## config.mk

```make
export PLATFORM = sky130hd
export DESIGN_NAME = seismic_alarm_panel_fsm
export DESIGN_NICKNAME = d
export VERILOG_FILES = /design/src/hw/rtl/sap_pkg.sv /design/src/hw/rtl/sap_cfg_regs.sv /design/src/hw/rtl/sap_panel_core.sv /design/src/hw/rtl/sap_out_skid.sv /design/src/hw/rtl/seismic_alarm_panel_fsm.sv
export VERILOG_INCLUDE_DIRS = /design/src /design/src/hw/rtl
export SDC_FILE = /design/constraint.sdc
export NUM_CORES = 1
export LEC_CHECK = 0
export ABC_AREA = 1
export BUFFER_PORTS_ARGS = -buffer_cell sky130_fd_sc_hd__buf_2
export CORE_UTILIZATION = 61
export DETAILED_ROUTE_END_ITERATION = 16
export PLACE_DENSITY = 0.81
export SLEW_MARGIN = 15
export SYNTH_ARGS = -nofsm -noshare
export SYNTH_HDL_FRONTEND = slang
export SYNTH_HIERARCHICAL = 1
export SYNTH_SLANG_ARGS = --single-unit
```

## constraint.sdc

```tcl
create_clock -name clk -period 4.3 [get_ports clk]
set_input_delay 0.645 -clock clk [delete_from_list [all_inputs] [get_ports clk]]
set_output_delay 0.645 -clock clk [all_outputs]
set_load 0.02 [all_outputs]
```

## src/hw/rtl/assert_macros.svh

```systemverilog
// Assertion helpers shared by the RTL files.
// Every check samples on the rising edge of clk and is skipped while rst is high.
`ifndef ASSERT_MACROS_SVH
`define ASSERT_MACROS_SVH

// Check that a property holds at every clock edge.
`define SAP_ASSERT(label, prop, msg) \
  label: assert property (@(posedge clk) disable iff (rst) prop) else $error(msg);

// Check that a condition is never true.
`define SAP_ASSERT_NEVER(label, expr, msg) \
  `SAP_ASSERT(label, !(expr), msg)

`endif

```

## src/hw/rtl/sap_pkg.sv

```systemverilog
`timescale 1ns / 1ps
`default_nettype none

package sap_pkg;

  typedef enum logic [2:0] {
    MODE_IDLE    = 3'd0,
    MODE_ITEST   = 3'd1,
    MODE_MONITOR = 3'd2,
    MODE_ALARM   = 3'd3,
    MODE_RESET   = 3'd4,
    MODE_ATEST   = 3'd5
  } sap_mode_t;

  typedef enum logic [1:0] {
    PHASE_QUIET    = 2'd0,
    PHASE_COUNTING = 2'd1,
    PHASE_RAISED   = 2'd2
  } sap_phase_t;

  typedef enum logic [1:0] {
    CFG_TICK_PERIOD    = 2'd0,
    CFG_BLINK_ON_TICKS = 2'd1,
    CFG_PERSIST_LIMIT  = 2'd2
  } sap_cfg_index_t;

  typedef struct packed {
    logic [7:0]  tick_period;
    logic [7:0]  blink_on_ticks;
    logic [15:0] persist_limit;
  } sap_cfg_t;

  typedef struct packed {
    logic [7:0] drive;
    sap_mode_t  mode;
    sap_phase_t phase;
  } sap_result_t;

  localparam logic [7:0]  TICK_PERIOD_RST    = 8'd150;
  localparam logic [7:0]  BLINK_ON_TICKS_RST = 8'd75;
  localparam logic [15:0] PERSIST_LIMIT_RST  = 16'd150;

  localparam logic [7:0] DRIVE_ALL_OFF   = 8'hFF;
  localparam logic [7:0] DRIVE_ITEST     = 8'h83;
  localparam logic [7:0] DRIVE_ATEST     = 8'h10;
  localparam logic [7:0] DRIVE_ALARM     = 8'h30;
  localparam logic [15:0] PERSIST_MAX    = 16'hFFFF;

  localparam int unsigned SENSOR_BIT  = 3;
  localparam int unsigned RESET_BIT   = 4;
  localparam int unsigned ITEST_BIT   = 5;
  localparam int unsigned ATEST_BIT   = 6;
  localparam int unsigned MONITOR_BIT = 7;

  localparam logic [7:0] LEVEL_LAMPS [8] = '{
    8'h7F, 8'h6F, 8'h53, 8'h7F, 8'h33, 8'h7F, 8'h7F, 8'h7F
  };

endpackage

`default_nettype wire

```

## src/hw/rtl/sap_cfg_regs.sv

```systemverilog
`timescale 1ns / 1ps
`default_nettype none

module sap_cfg_regs (
  input  wire logic             clk,
  input  wire logic             rst,
  input  wire logic             cfg_valid,
  output logic                  cfg_ready,
  input  wire logic [1:0]       cfg_index,
  input  wire logic [15:0]      cfg_data,
  output sap_pkg::sap_cfg_t     cfg
);

  assign cfg_ready = 1'b1;

  always_ff @(posedge clk) begin
    if (rst) begin
      cfg.tick_period    <= sap_pkg::TICK_PERIOD_RST;
      cfg.blink_on_ticks <= sap_pkg::BLINK_ON_TICKS_RST;
      cfg.persist_limit  <= sap_pkg::PERSIST_LIMIT_RST;
    end else if (cfg_valid && cfg_ready) begin
      unique case (sap_pkg::sap_cfg_index_t'(cfg_index))
        sap_pkg::CFG_TICK_PERIOD:    cfg.tick_period    <= cfg_data[7:0];
        sap_pkg::CFG_BLINK_ON_TICKS: cfg.blink_on_ticks <= cfg_data[7:0];
        sap_pkg::CFG_PERSIST_LIMIT:  cfg.persist_limit  <= cfg_data;
        default: ;
      endcase
    end
  end

endmodule

`default_nettype wire

```

## src/hw/rtl/sap_panel_core.sv

```systemverilog
`timescale 1ns / 1ps
`default_nettype none

module sap_panel_core (
  input  wire logic                 clk,
  input  wire logic                 rst,
  input  wire logic                 accept,
  input  wire logic                 kind,
  input  wire logic [7:0]           pins,
  input  wire sap_pkg::sap_cfg_t    cfg,
  output sap_pkg::sap_result_t      result
);

`include "assert_macros.svh"

  sap_pkg::sap_mode_t  panel_mode, panel_mode_next;
  sap_pkg::sap_phase_t shake_phase, shake_phase_next;
  logic [7:0]          blink_count, blink_count_next;
  logic [15:0]         persist_count, persist_count_next;
  logic [7:0]          drive_latch, drive_latch_next;
  logic [8:0]          blink_inc;
  logic                sensor_high;
  logic                blink_lit;

  assign sensor_high = pins[sap_pkg::SENSOR_BIT];
  assign blink_inc   = {1'b0, blink_count} + 9'd1;
  assign blink_lit   = blink_count < cfg.blink_on_ticks;

  // The sample path follows the panel program in order, so later tests override earlier ones.
  always_comb begin
    panel_mode_next    = panel_mode;
    shake_phase_next   = shake_phase;
    blink_count_next   = blink_count;
    persist_count_next = persist_count;
    drive_latch_next   = drive_latch;

    if (kind) begin
      blink_count_next = (blink_inc >= {1'b0, cfg.tick_period}) ? 8'd0 : blink_inc[7:0];
    end else begin
      unique case (panel_mode)
        sap_pkg::MODE_IDLE: begin
          if (!pins[sap_pkg::ITEST_BIT])   panel_mode_next = sap_pkg::MODE_ITEST;
          if (!pins[sap_pkg::ATEST_BIT])   panel_mode_next = sap_pkg::MODE_ATEST;
          if (!pins[sap_pkg::MONITOR_BIT]) panel_mode_next = sap_pkg::MODE_MONITOR;
          drive_latch_next = sap_pkg::DRIVE_ALL_OFF;
        end
        sap_pkg::MODE_ITEST: begin
          if (pins[sap_pkg::ITEST_BIT])    drive_latch_next = sap_pkg::DRIVE_ITEST;
          if (!pins[sap_pkg::MONITOR_BIT]) panel_mode_next = sap_pkg::MODE_MONITOR;
          if (!pins[sap_pkg::ATEST_BIT])   panel_mode_next = sap_pkg::MODE_ATEST;
          if (!pins[sap_pkg::RESET_BIT])   panel_mode_next = sap_pkg::MODE_RESET;
        end
        sap_pkg::MODE_MONITOR, sap_pkg::MODE_ALARM: begin
          if (panel_mode == sap_pkg::MODE_MONITOR) begin
            drive_latch_next = sap_pkg::LEVEL_LAMPS[pins[3:1]];
          end
          unique case (shake_phase)
            sap_pkg::PHASE_QUIET: begin
              if (sensor_high) shake_phase_next = sap_pkg::PHASE_COUNTING;
            end
            sap_pkg::PHASE_COUNTING: begin
              if (!sensor_high) begin
                shake_phase_next   = sap_pkg::PHASE_QUIET;
                persist_count_next = 16'd0;
              end
              if (blink_count == 8'd0 && persist_count_next != sap_pkg::PERSIST_MAX) begin
                persist_count_next = persist_count_next + 16'd1;
              end
              if (persist_count_next >= cfg.persist_limit) begin
                shake_phase_next = sap_pkg::PHASE_RAISED;
              end
            end
            sap_pkg::PHASE_RAISED: begin
              drive_latch_next = sap_pkg::DRIVE_ALARM | {7'd0, blink_lit};
              panel_mode_next  = sap_pkg::MODE_ALARM;
              if (!sensor_high) begin
                shake_phase_next   = sap_pkg::PHASE_QUIET;
                panel_mode_next    = sap_pkg::MODE_MONITOR;
                persist_count_next = 16'd0;
              end
            end
            default: ;
          endcase
          if (!pins[sap_pkg::RESET_BIT]) panel_mode_next = sap_pkg::MODE_RESET;
          if (panel_mode == sap_pkg::MODE_ALARM && !sensor_high) begin
            panel_mode_next    = sap_pkg::MODE_MONITOR;
            drive_latch_next   = sap_pkg::DRIVE_ALL_OFF;
            persist_count_next = 16'd0;
            shake_phase_next   = sap_pkg::PHASE_QUIET;
          end
        end
        sap_pkg::MODE_RESET: begin
          if (pins[sap_pkg::RESET_BIT]) panel_mode_next = sap_pkg::MODE_IDLE;
        end
        sap_pkg::MODE_ATEST: begin
          if (pins[sap_pkg::ATEST_BIT])    drive_latch_next = sap_pkg::DRIVE_ATEST;
          if (!pins[sap_pkg::ITEST_BIT])   panel_mode_next = sap_pkg::MODE_ITEST;
          if (!pins[sap_pkg::MONITOR_BIT]) panel_mode_next = sap_pkg::MODE_MONITOR;
          if (!pins[sap_pkg::RESET_BIT])   panel_mode_next = sap_pkg::MODE_RESET;
        end
        default: ;
      endcase
    end
  end

  always_ff @(posedge clk) begin
    if (rst) begin
      panel_mode    <= sap_pkg::MODE_IDLE;
      shake_phase   <= sap_pkg::PHASE_QUIET;
      blink_count   <= 8'd0;
      persist_count <= 16'd0;
      drive_latch   <= sap_pkg::DRIVE_ALL_OFF;
    end else if (accept) begin
      panel_mode    <= panel_mode_next;
      shake_phase   <= shake_phase_next;
      blink_count   <= blink_count_next;
      persist_count <= persist_count_next;
      drive_latch   <= drive_latch_next;
    end
  end

  assign result.drive = drive_latch_next;
  assign result.mode  = panel_mode_next;
  assign result.phase = shake_phase_next;

  `SAP_ASSERT(a_alarm_has_raised_phase,
    panel_mode == sap_pkg::MODE_ALARM |-> shake_phase == sap_pkg::PHASE_RAISED,
    "Alarm mode without a raised vibration phase.")
  `SAP_ASSERT(a_state_holds_when_idle,
    !accept |=> $stable(panel_mode) && $stable(shake_phase) && $stable(drive_latch),
    "Panel state changed without a request.")
  `SAP_ASSERT(a_tick_keeps_mode,
    accept && kind |=> $stable(panel_mode) && $stable(persist_count),
    "A tick request changed the panel mode or persistence count.")

endmodule

`default_nettype wire

```

## src/hw/rtl/sap_out_skid.sv

```systemverilog
`timescale 1ns / 1ps
`default_nettype none

module sap_out_skid (
  input  wire logic                  clk,
  input  wire logic                  rst,
  input  wire logic                  accept,
  input  wire sap_pkg::sap_result_t  result,
  output logic                       full,
  output logic                       out_valid,
  input  wire logic                  out_stall,
  output sap_pkg::sap_result_t       out_result
);

`include "assert_macros.svh"

  logic                 skid_valid;
  sap_pkg::sap_result_t skid_result;
  logic                 take;

  assign take = out_valid && !out_stall;
  assign full = skid_valid;

  always_ff @(posedge clk) begin
    if (rst) begin
      out_valid  <= 1'b0;
      skid_valid <= 1'b0;
    end else if (skid_valid) begin
      if (take) begin
        skid_valid <= 1'b0;
      end
    end else if (accept) begin
      if (out_valid && !take) begin
        skid_valid <= 1'b1;
      end else begin
        out_valid <= 1'b1;
      end
    end else if (take) begin
      out_valid <= 1'b0;
    end
  end

  always_ff @(posedge clk) begin
    if (skid_valid) begin
      if (take) begin
        out_result <= skid_result;
      end
    end else if (accept) begin
      if (out_valid && !take) begin
        skid_result <= result;
      end else begin
        out_result <= result;
      end
    end
  end

  `SAP_ASSERT_NEVER(a_skid_without_out, skid_valid && !out_valid,
    "Skid stage holds a request while the output register is empty.")
  `SAP_ASSERT(a_blocked_accept_fills_skid,
    accept && out_valid && out_stall && !skid_valid |=> skid_valid,
    "A request taken behind a stalled output was not kept.")
  `SAP_ASSERT(a_skid_moves_forward,
    skid_valid && !out_stall |=> out_valid && !skid_valid,
    "Skid stage did not drain when the output was taken.")

endmodule

`default_nettype wire

```

## src/hw/rtl/seismic_alarm_panel_fsm.sv

```systemverilog
`timescale 1ns / 1ps
`default_nettype none

// Channel   Handshake                  Payload
// --------  -------------------------  ----------------------------------
// input     in_valid / in_stall        kind[0:0], pins[7:0]
// output    out_valid / out_stall      drive[7:0], mode[2:0], vibration_phase[1:0]
// config    cfg_valid / cfg_ready      cfg_index[1:0], cfg_data[15:0]
//
// Each accepted result is registered at the output, or in the skid while it stalls.
// A new request can be taken every cycle unless stalled; the update is a single pass.
// A two-entry output buffer lets one more request in while a result is stalled.
// Reset is synchronous and returns the panel to idle with all lamps off.
// Configuration writes are always ready; index three is ignored.

module seismic_alarm_panel_fsm (
  input  wire logic        clk,
  input  wire logic        rst,
  input  wire logic        in_valid,
  output logic             in_stall,
  input  wire logic        kind,
  input  wire logic [7:0]  pins,
  output logic             out_valid,
  input  wire logic        out_stall,
  output logic [7:0]       drive,
  output logic [2:0]       mode,
  output logic [1:0]       vibration_phase,
  input  wire logic        cfg_valid,
  output logic             cfg_ready,
  input  wire logic [1:0]  cfg_index,
  input  wire logic [15:0] cfg_data
);

  sap_pkg::sap_cfg_t    cfg;
  sap_pkg::sap_result_t result;
  sap_pkg::sap_result_t out_result;
  logic                 accept;
  logic                 full;

  assign in_stall = full;
  assign accept   = in_valid && !in_stall;

  sap_cfg_regs u_cfg (
    .clk       (clk),
    .rst       (rst),
    .cfg_valid (cfg_valid),
    .cfg_ready (cfg_ready),
    .cfg_index (cfg_index),
    .cfg_data  (cfg_data),
    .cfg       (cfg)
  );

  sap_panel_core u_core (
    .clk    (clk),
    .rst    (rst),
    .accept (accept),
    .kind   (kind),
    .pins   (pins),
    .cfg    (cfg),
    .result (result)
  );

  sap_out_skid u_out (
    .clk        (clk),
    .rst        (rst),
    .accept     (accept),
    .result     (result),
    .full       (full),
    .out_valid  (out_valid),
    .out_stall  (out_stall),
    .out_result (out_result)
  );

  assign drive           = out_result.drive;
  assign mode            = out_result.mode;
  assign vibration_phase = out_result.phase;

endmodule

`default_nettype wire
```

==> results.py, run 1 <==
metrics = {
    "min_path": {
        "holdPathStages": 2,
        "hp-start": "u_cfg/cfg[17]",
        "min_path_type": "flip-flop to flip-flop",
    },
    "routing": {
        "vias": 5624,
        "wirelength_um": 13300,
        "wire_per_inst_um": 12.4,
        "post_drt_via_cell_ratio": 5.23,
        "drtPass1Iterations": 5,
        "ant_nets": 0,
        "initialDrtViolationCount": 228,
        "remaining_drc_errors": 0,
    },
    "synth": {
        "yosysTopAreaCellShare_pct": 22.8,
        "netlist_top_cells_area": "dfxtp_1 (23%), nand2_1 (16%), edfxtp_1 (13%), inv_1 (7.8%), ha_1 (6.8%)",
        "async_flop_share_pct": 0,
        "synth_top_flop_cell": "dfxtp_1",
        "ys_ff_latch": 97,
        "yosysSeqAreaShare_pct": 35.3,
        "yosys.area.top_type": "dfxtp_1",
        "netlist_area_um2": 6240,
        "synthDistinctLibCells": 49,
        "yosysWarnings": 6,
        "syn_area_per_cell_um2": 6.89,
        "synth_enable_flop_cells": 26,
        "synth_nets": 973,
        "synth_cells": 907,
    },
    "clock_tree": {
        "cts_tree": "built",
        "clkTransAtPathRegs_ps": 90,
        "clock_path_buffers": 2,
        "postCtsSetupBuffers": 0,
        "cts.sinks": 97,
        "clock-root-buffer": "clkbuf_8",
        "cts_buffers": 9,
        "htree_levels": 3,
        "cts_resized": 0,
        "ctsHoldBuffers": 0,
        "clock_latency_ps": 370,
    },
    "sta": {
        "timing.hold.ws_ps": 466,
        "grt_setup_unrepaired": "false",
        "fmax_ghz": 0.272,
        "setup_violations": 0,
        "fin_skew_ps": 9.67,
        "tightest_slew_ps": 971,
        "fin_setup_tns_ps": 0,
        "min_period_ps": 3680,
        "slew_violations": 0,
        "hold_violations": 0,
        "slew_headroom_pct": 35.2,
        "fin_crit_sh_pct": 85.6,
    },
    "cells_and_area": {
        "fin_area_um2": 6650,
        "register_area_um2": 2200,
        "n_antenna_cell": 0,
        "area_growth_pct": 6.55,
        "drive_gt1_share_pct": 12.7,
        "multi_input_area_um2": 3260,
        "nNetsFinal": 1003,
        "final.fill_count": 908,
    },
    "global_routing": {
        "grt_max_degree": 34,
        "use_met2_pct": 48.1,
        "grt_use_met3_pct": 4.37,
        "grt.busiest_layer": "met2",
        "grt_antenna_before_repair": 0,
        "grt_use_met1_pct": 33.7,
        "grt_pass1_vias": 5093,
        "grt_use_total_pct": 27.1,
        "grt_pass1_wl_um": 22700,
        "gr-total-overflow": 0,
    },
    "critical_path": {
        "worstPathArrival_ps": 3810,
        "cp_data_required_time_ps": 4430,
        "reg2reg_from": "u_core/blink_count[0]",
        "cp-startpoint": "pins[3]",
        "cp_max_fo": 21,
        "reg2regPathDepth": 25,
        "end_kind": "flip-flop",
        "start_kind": "input pin",
        "critical_path_class": "input pin to flip-flop",
    },
    "floorplan": {
        "dieWidth_um": 103,
        "die_area_um2": 10600,
        "coreArea_um2": 9860,
        "pin_count": 48,
        "start_util_pct": 63.3,
        "die_h_um": 103,
        "num_rows": 36,
    },
    "run": {
        "drv_cap": 0,
    },
    "pwr": {
        "leakagePower_nw": 3.48,
        "powerDensity_nw_per_um2": 304,
        "vdd_drop_max_mv": 0.198,
    },
    "placement": {
        "dp_hpwl_um": 9660,
        "port_buffers": 45,
        "placed_area_um2": 6450,
        "gp_congestion": 0.943,
    },
    "status": {
        "status": "finished, final reports clean",
    },
}
[final timing paths]
path                               to  slack, ps
setup / recovery  u_out/out_result[0]        620
hold / removal          u_cfg/cfg[17]        470
setup reg to reg  u_out/out_result[0]        680
hold reg to reg         u_cfg/cfg[17]        470
[metrics by stage]
| stage | power, mW | worst slack (ps) | cells | util [%] |
|---|---|---|---|---|
| after global routing | 2.14 | 281 | 1075 | 67.5 |
| after detailed placement | 1.43 | 333 | 1059 | 65.4 |
| after CTS | 2.04 | 716 | 1075 | 67.5 |
| after floorplan | 1.34 | 801 | 907 | - |
| after global placement | 1.42 | 374 | 1059 | 65.4 |
| final | 2.02 | 621 | 1075 | 67.5 |
[cells in the final DEF (no fill, tap or decap), drive strengths merged, types with 3 or more instances in the layout]
cell type    n
nand2      282
clkbuf       9
o211ai       7
ha          34
nand4       15
nand3       62
o21ai       34
a21oi       72
buf         50
a31oi        3
nor2        81
edfxtp      26
inv        148
clkinvlp     3
nor3        11
xor2        14
dfxtp       71
[critical path: stages]
cell,delay (ps)
buf_2,200
nand2_1,120
inv_1,140
ha_1,200
nand3_1,120
inv_1,100
nand2_2,90
o21ai_4,260
inv_2,210
o21ai_1,320
inv_1,100
ha_1,290
nand2_1,70
nor2_1,140
nand2_1,70
nand2_1,60
nor2_1,30
nand2_1,50
nand2_1,50
nand2_1,80
nand2_1,80
nand2_1,60
nand2_1,50
nand2_1,60
nand2_1,80
nand2_1,70
nand2_1,60
[synthesized netlist by cell type, types with 3 or more instances]
cell type	count
a21oi_2	10
buf_4	4
clkbuf_1	9
nor3_1	11
buf_6	8
a31oi_1	3
buf_2	6
inv_1	130
a21oi_1	62
o211ai_1	7
o21ai_0	18
dfxtp_1	71
nor2_1	75
nand2_2	11
nand3_1	59
nor2_2	4
o21ai_1	14
xor2_1	14
edfxtp_1	26
nand2_4	3
ha_1	34
nand4_1	15
nand2_1	268
inv_2	14
[registers in the layout, summed over array words and instances, names as in the netlist]
| name | count |
|---|---|
| u_core/drive_latch | 8 |
| u_out/out_result | 13 |
| u_out/out_valid | 1 |
| u_cfg/cfg | 32 |
| u_out/full | 1 |
| u_core/panel_mode | 3 |
| u_out/skid_result | 13 |
| u_core/blink_count | 8 |
| u_core/persist_count | 16 |
| u_core/shake_phase | 2 |
[logic make-up (layout without fill, tap and decap cells)]
| kind of cell | count (synthesis) | count (layout) | share of synthesized area (%) |
|---|---|---|---|
| and+or+nand+nor | 454 | 454 | 31.3 |
| xor gates and xnor gates | 15 | 15 | 2.10 |
| adders and majority gates | 34 | 34 | 6.81 |
| DFF | 97 | 97 | 35.3 |
| AOI/OAI and AO/OA | 128 | 128 | 12.0 |
| other | 1 | 1 | 0.0601 |
| buffers and inverters | 178 | 213 | 12.5 |
[layout make-up]
class / count / share of cell area (%)
multi-input cells: 632 / 49.0
repair buffers: 50 / 3.95
clock inverters: 7 / 1.15
clock buffers: 9 / 1.86
inverters: 147 / 8.42
well taps: 133 / 2.50
flip-flops and latches: 97 / 33.1
[metal layers]
metal / part of all wire, % / wire, µm / vias to the layer above
li1: - / - / 2952
met1: 46 / 6190 / 2540
met2: 48 / 6420 / 113
met3: 3.7 / 494 / 19
met4: 1.9 / 247 / 0
met5: 0 / 0 / -
[power by group]
group	total, mW	internal (mW)	switching [mW]
registers	1.02	0.995	0.0292
logic	0.390	0.129	0.261
clock network	0.611	0.272	0.338
total	2.02	1.40	0.629
No activity file was read; power rests on OpenSTA's default activity.
==> run 2: changes to the inputs <==
--- a/config.mk
+++ b/config.mk
@@ -10,9 +10,9 @@
 export BUFFER_PORTS_ARGS = -buffer_cell sky130_fd_sc_hd__buf_2
 export CORE_UTILIZATION = 61
 export DETAILED_ROUTE_END_ITERATION = 16
+export HOLD_SLACK_MARGIN = 0.02
 export PLACE_DENSITY = 0.81
 export SLEW_MARGIN = 15
 export SYNTH_ARGS = -nofsm -noshare
 export SYNTH_HDL_FRONTEND = slang
-export SYNTH_HIERARCHICAL = 1
 export SYNTH_SLANG_ARGS = --single-unit
==> run 2 against run 1 <==
  * Utilization increased by 1.9 points
  * Final cell count shrank 5.5%
  * Maximum frequency up 6.2%
  * Non-clock buffer count down 1
  * Design area shrank 2.3%
  * Clock skew up 7.8 ps
  * Largest cell class unchanged
  * Largest power group unchanged
==> results.py, run 2 <==
metrics = {
    "cells_and_area": {
        "drive_gt1_share_pct": 11.6,
        "final_common_cell": "nand2_1",
        "n_antenna_cell": 0,
        "area_growth_pct": 8.43,
        "nNetsFinal": 952,
        "largest_registers": "u_cfg.cfg x32, u_core.persist_count x16",
        "final_cell_mix": "nand2_1 (231), inv_1 (114), a21oi_1 (76)",
        "largest_reg_flops": 32,
        "fin_cells": 1016,
        "top_register": "u_cfg.cfg",
    },
    "pwr": {
        "p_int_mw": 1.39,
        "vdd_drop_max_mv": 0.171,
        "p_seq_share_pct": 50.1,
        "total_power_mw": 2.02,
        "swShare_pct": 31.3,
        "power.share.clock_pct": 32.5,
        "comb_power_share_pct": 17.4,
        "leakagePower_nw": 3.16,
        "powerDensity_nw_per_um2": 311,
        "switchingPower_mw": 0.631,
    },
    "sta": {
        "slew_violations": 0,
        "tightest_slew_ps": 1000,
        "fin_setup_tns_ps": 0,
        "fin_crit_sh_pct": 80.6,
        "hold_violations": 0,
        "slew_headroom_pct": 32.6,
        "fin_skew_ps": 17.5,
        "min_period_ps": 3470,
        "grt_setup_unrepaired": "false",
        "fmax_ghz": 0.289,
        "setup_violations": 0,
    },
    "floorplan": {
        "pin_count": 48,
        "die_area_um2": 10200,
        "num_rows": 35,
        "die_h_um": 101,
        "coreArea_um2": 9370,
        "start_util_pct": 64.0,
        "dieWidth_um": 101,
    },
    "clock_tree": {
        "ctsHoldBuffers": 0,
        "postCtsSetupBuffers": 0,
        "cts.sinks": 97,
        "clkTransAtPathRegs_ps": 110,
        "cts_tree": "built",
        "clock_path_buffers": 2,
        "htree_levels": 3,
        "cts_buffers": 9,
        "clock_latency_ps": 370,
        "clock-root-buffer": "clkbuf_8",
        "cts_resized": 0,
    },
    "critical_path": {
        "cp_common_cell": "nand2_1",
        "end_kind": "flip-flop",
        "path_buf_inv": 5,
        "worstPathArrival_ps": 3610,
        "cp_max_fo": 14,
        "max_stage_delay_ps": 320,
        "cp_data_required_time_ps": 4440,
        "cpMaxStageDelayCell": "o21ai_4",
        "cp_cell_sequence": "buf_2, buf_4, nand2_2, inv_1, nand2_1, nor2_1, nand3_2, o21ai_4, inv_4, nand2_1, nand2_1, inv_1, ha_1, a21oi_1, o21ai_0, nor2_1, nand3_1, nand2_1, nand2_1, nand2_1, nand2_1, nand2_1, nand2_1",
        "critical_path_class": "input pin to flip-flop",
        "start_kind": "input pin",
        "crit_family": "simple AND/OR/NAND/NOR gates",
    },
    "global_routing": {
        "grt_max_degree": 44,
        "gr-total-overflow": 0,
        "grt_use_met3_pct": 5.24,
        "grt_use_total_pct": 31.8,
        "grt_antenna_before_repair": 0,
        "grt.busiest_layer": "met2",
        "use_met2_pct": 56.3,
        "grt_use_met1_pct": 39.1,
        "grt_pass1_wl_um": 25400,
        "grt_pass1_vias": 5432,
    },
    "synth": {
        "synth_nets": 915,
        "yosysWarnings": 0,
        "synth_enable_flop_cells": 26,
        "yosysSeqAreaShare_pct": 36.7,
        "async_flop_share_pct": 0,
        "yosys-top-cells-count": "nand2_1 (231), inv_1 (115), a21oi_1 (76)",
        "netlist_area_um2": 5990,
        "syn_area_per_cell_um2": 7.09,
        "ys_ff_latch": 97,
        "yosysTopAreaCellShare_pct": 23.7,
        "synth_cells": 845,
        "synthDistinctLibCells": 46,
        "synth.most_common_cell": "nand2_1",
        "yosys.area.top_type": "dfxtp_1",
        "netlist_top_cells_area": "dfxtp_1 (24%), nand2_1 (14%), edfxtp_1 (13%), ha_1 (7.9%), inv_1 (7.2%)",
        "synth_top_flop_cell": "dfxtp_1",
    },
    "run": {
        "drv_cap": 0,
    },
    "routing": {
        "remaining_drc_errors": 0,
        "vias": 5570,
        "drtPass1Iterations": 6,
        "wire_per_inst_um": 14.9,
        "initialDrtViolationCount": 341,
        "post_drt_via_cell_ratio": 5.48,
        "ant_nets": 0,
        "wirelength_um": 15100,
    },
    "min_path": {
        "min_path_type": "flip-flop to flip-flop",
    },
    "placement": {
        "dp_hpwl_um": 11200,
        "gp_congestion": 0.930,
        "dp.cells": 1000,
        "port_buffers": 45,
    },
    "status": {
        "status": "finished, final reports clean",
    },
}
## run 2: changes by cell type in the layout (fill, tap and decap cells not counted), moves of 7 or more
cell / delta
o21ai_0: +51
nand2_1: -37
nand3_1: -20
nor2_1: -19
inv_1: -16
a21oi_1: +14
inv_2: -10
o21ai_1: -10
nand2_2: -7
## run 2: final cells by class
class,count,area (µm²)
Multi-Input combinational cell,602,3200
Fill cell,829,2870
Sequential cell,97,2200
Inverter,123,464
Timing Repair Buffer,49,255
Tap cell,129,161
Clock buffer,9,124
Clock inverter,7,92.6
## run 2: kinds of logic (layout without fill, tap and decap cells)
logic type	count (synthesis)	in the layout	synth area share (%)
simple gates	368	368	26.4
xor+xnor	12	12	1.75
compound gates	183	183	17.2
flops	97	97	36.7
other cells	1	1	0.0626
fa+ha+maj	38	38	7.93
buf+inv	146	188	9.91
## run 2: power groups by stage
stage	clock [mW]	sequential [mW]	combinational (mW)
2_1_floorplan	0	1.04	0.230
4_1_cts	0.662	1.01	0.348
5_1_grt	0.698	1.02	0.397
3_3_place_gp	0	1.03	0.332
6_report	0.657	1.01	0.351
3_5_place_dp	0	1.03	0.346
## run 2: through the flow
stage	hold WS [ps]	instance area (µm²)	worst slack, ps	util [%]
final	477	6500	834	69.4
after global routing	505	6500	425	69.4
after CTS	477	6500	870	69.3
after detailed placement	461	6280	469	67.0
after global placement	445	6280	503	67.0
after floorplan	434	5990	888	-
## run 2: routing by layer
metal / vias up / wire length (µm)
met1: 2579 / 6590
li1: 2827 / -
met2: 137 / 7500
met4: 0 / 328
met3: 27 / 697
met5: - / 0
## run 2: worst paths after layout
check | slack [ps] | cells past startpoint | startpoint | end
worst min register to register | 480 | 2 | u_cfg.cfg[27] | u_cfg.cfg[27]
worst max-delay path | 830 | 23 | pins[3] | u_out.out_result[1]
worst min-delay path | 480 | 2 | u_cfg.cfg[27] | u_cfg.cfg[27]
worst max register to register | 900 | 22 | u_core.persist_count[0] | u_out.out_result[1]
## run 2: worst min-delay path, stage by stage (launching register included)
cell	delay (ps)
dfxtp_1	310
inv_1	60
a21oi_1	60
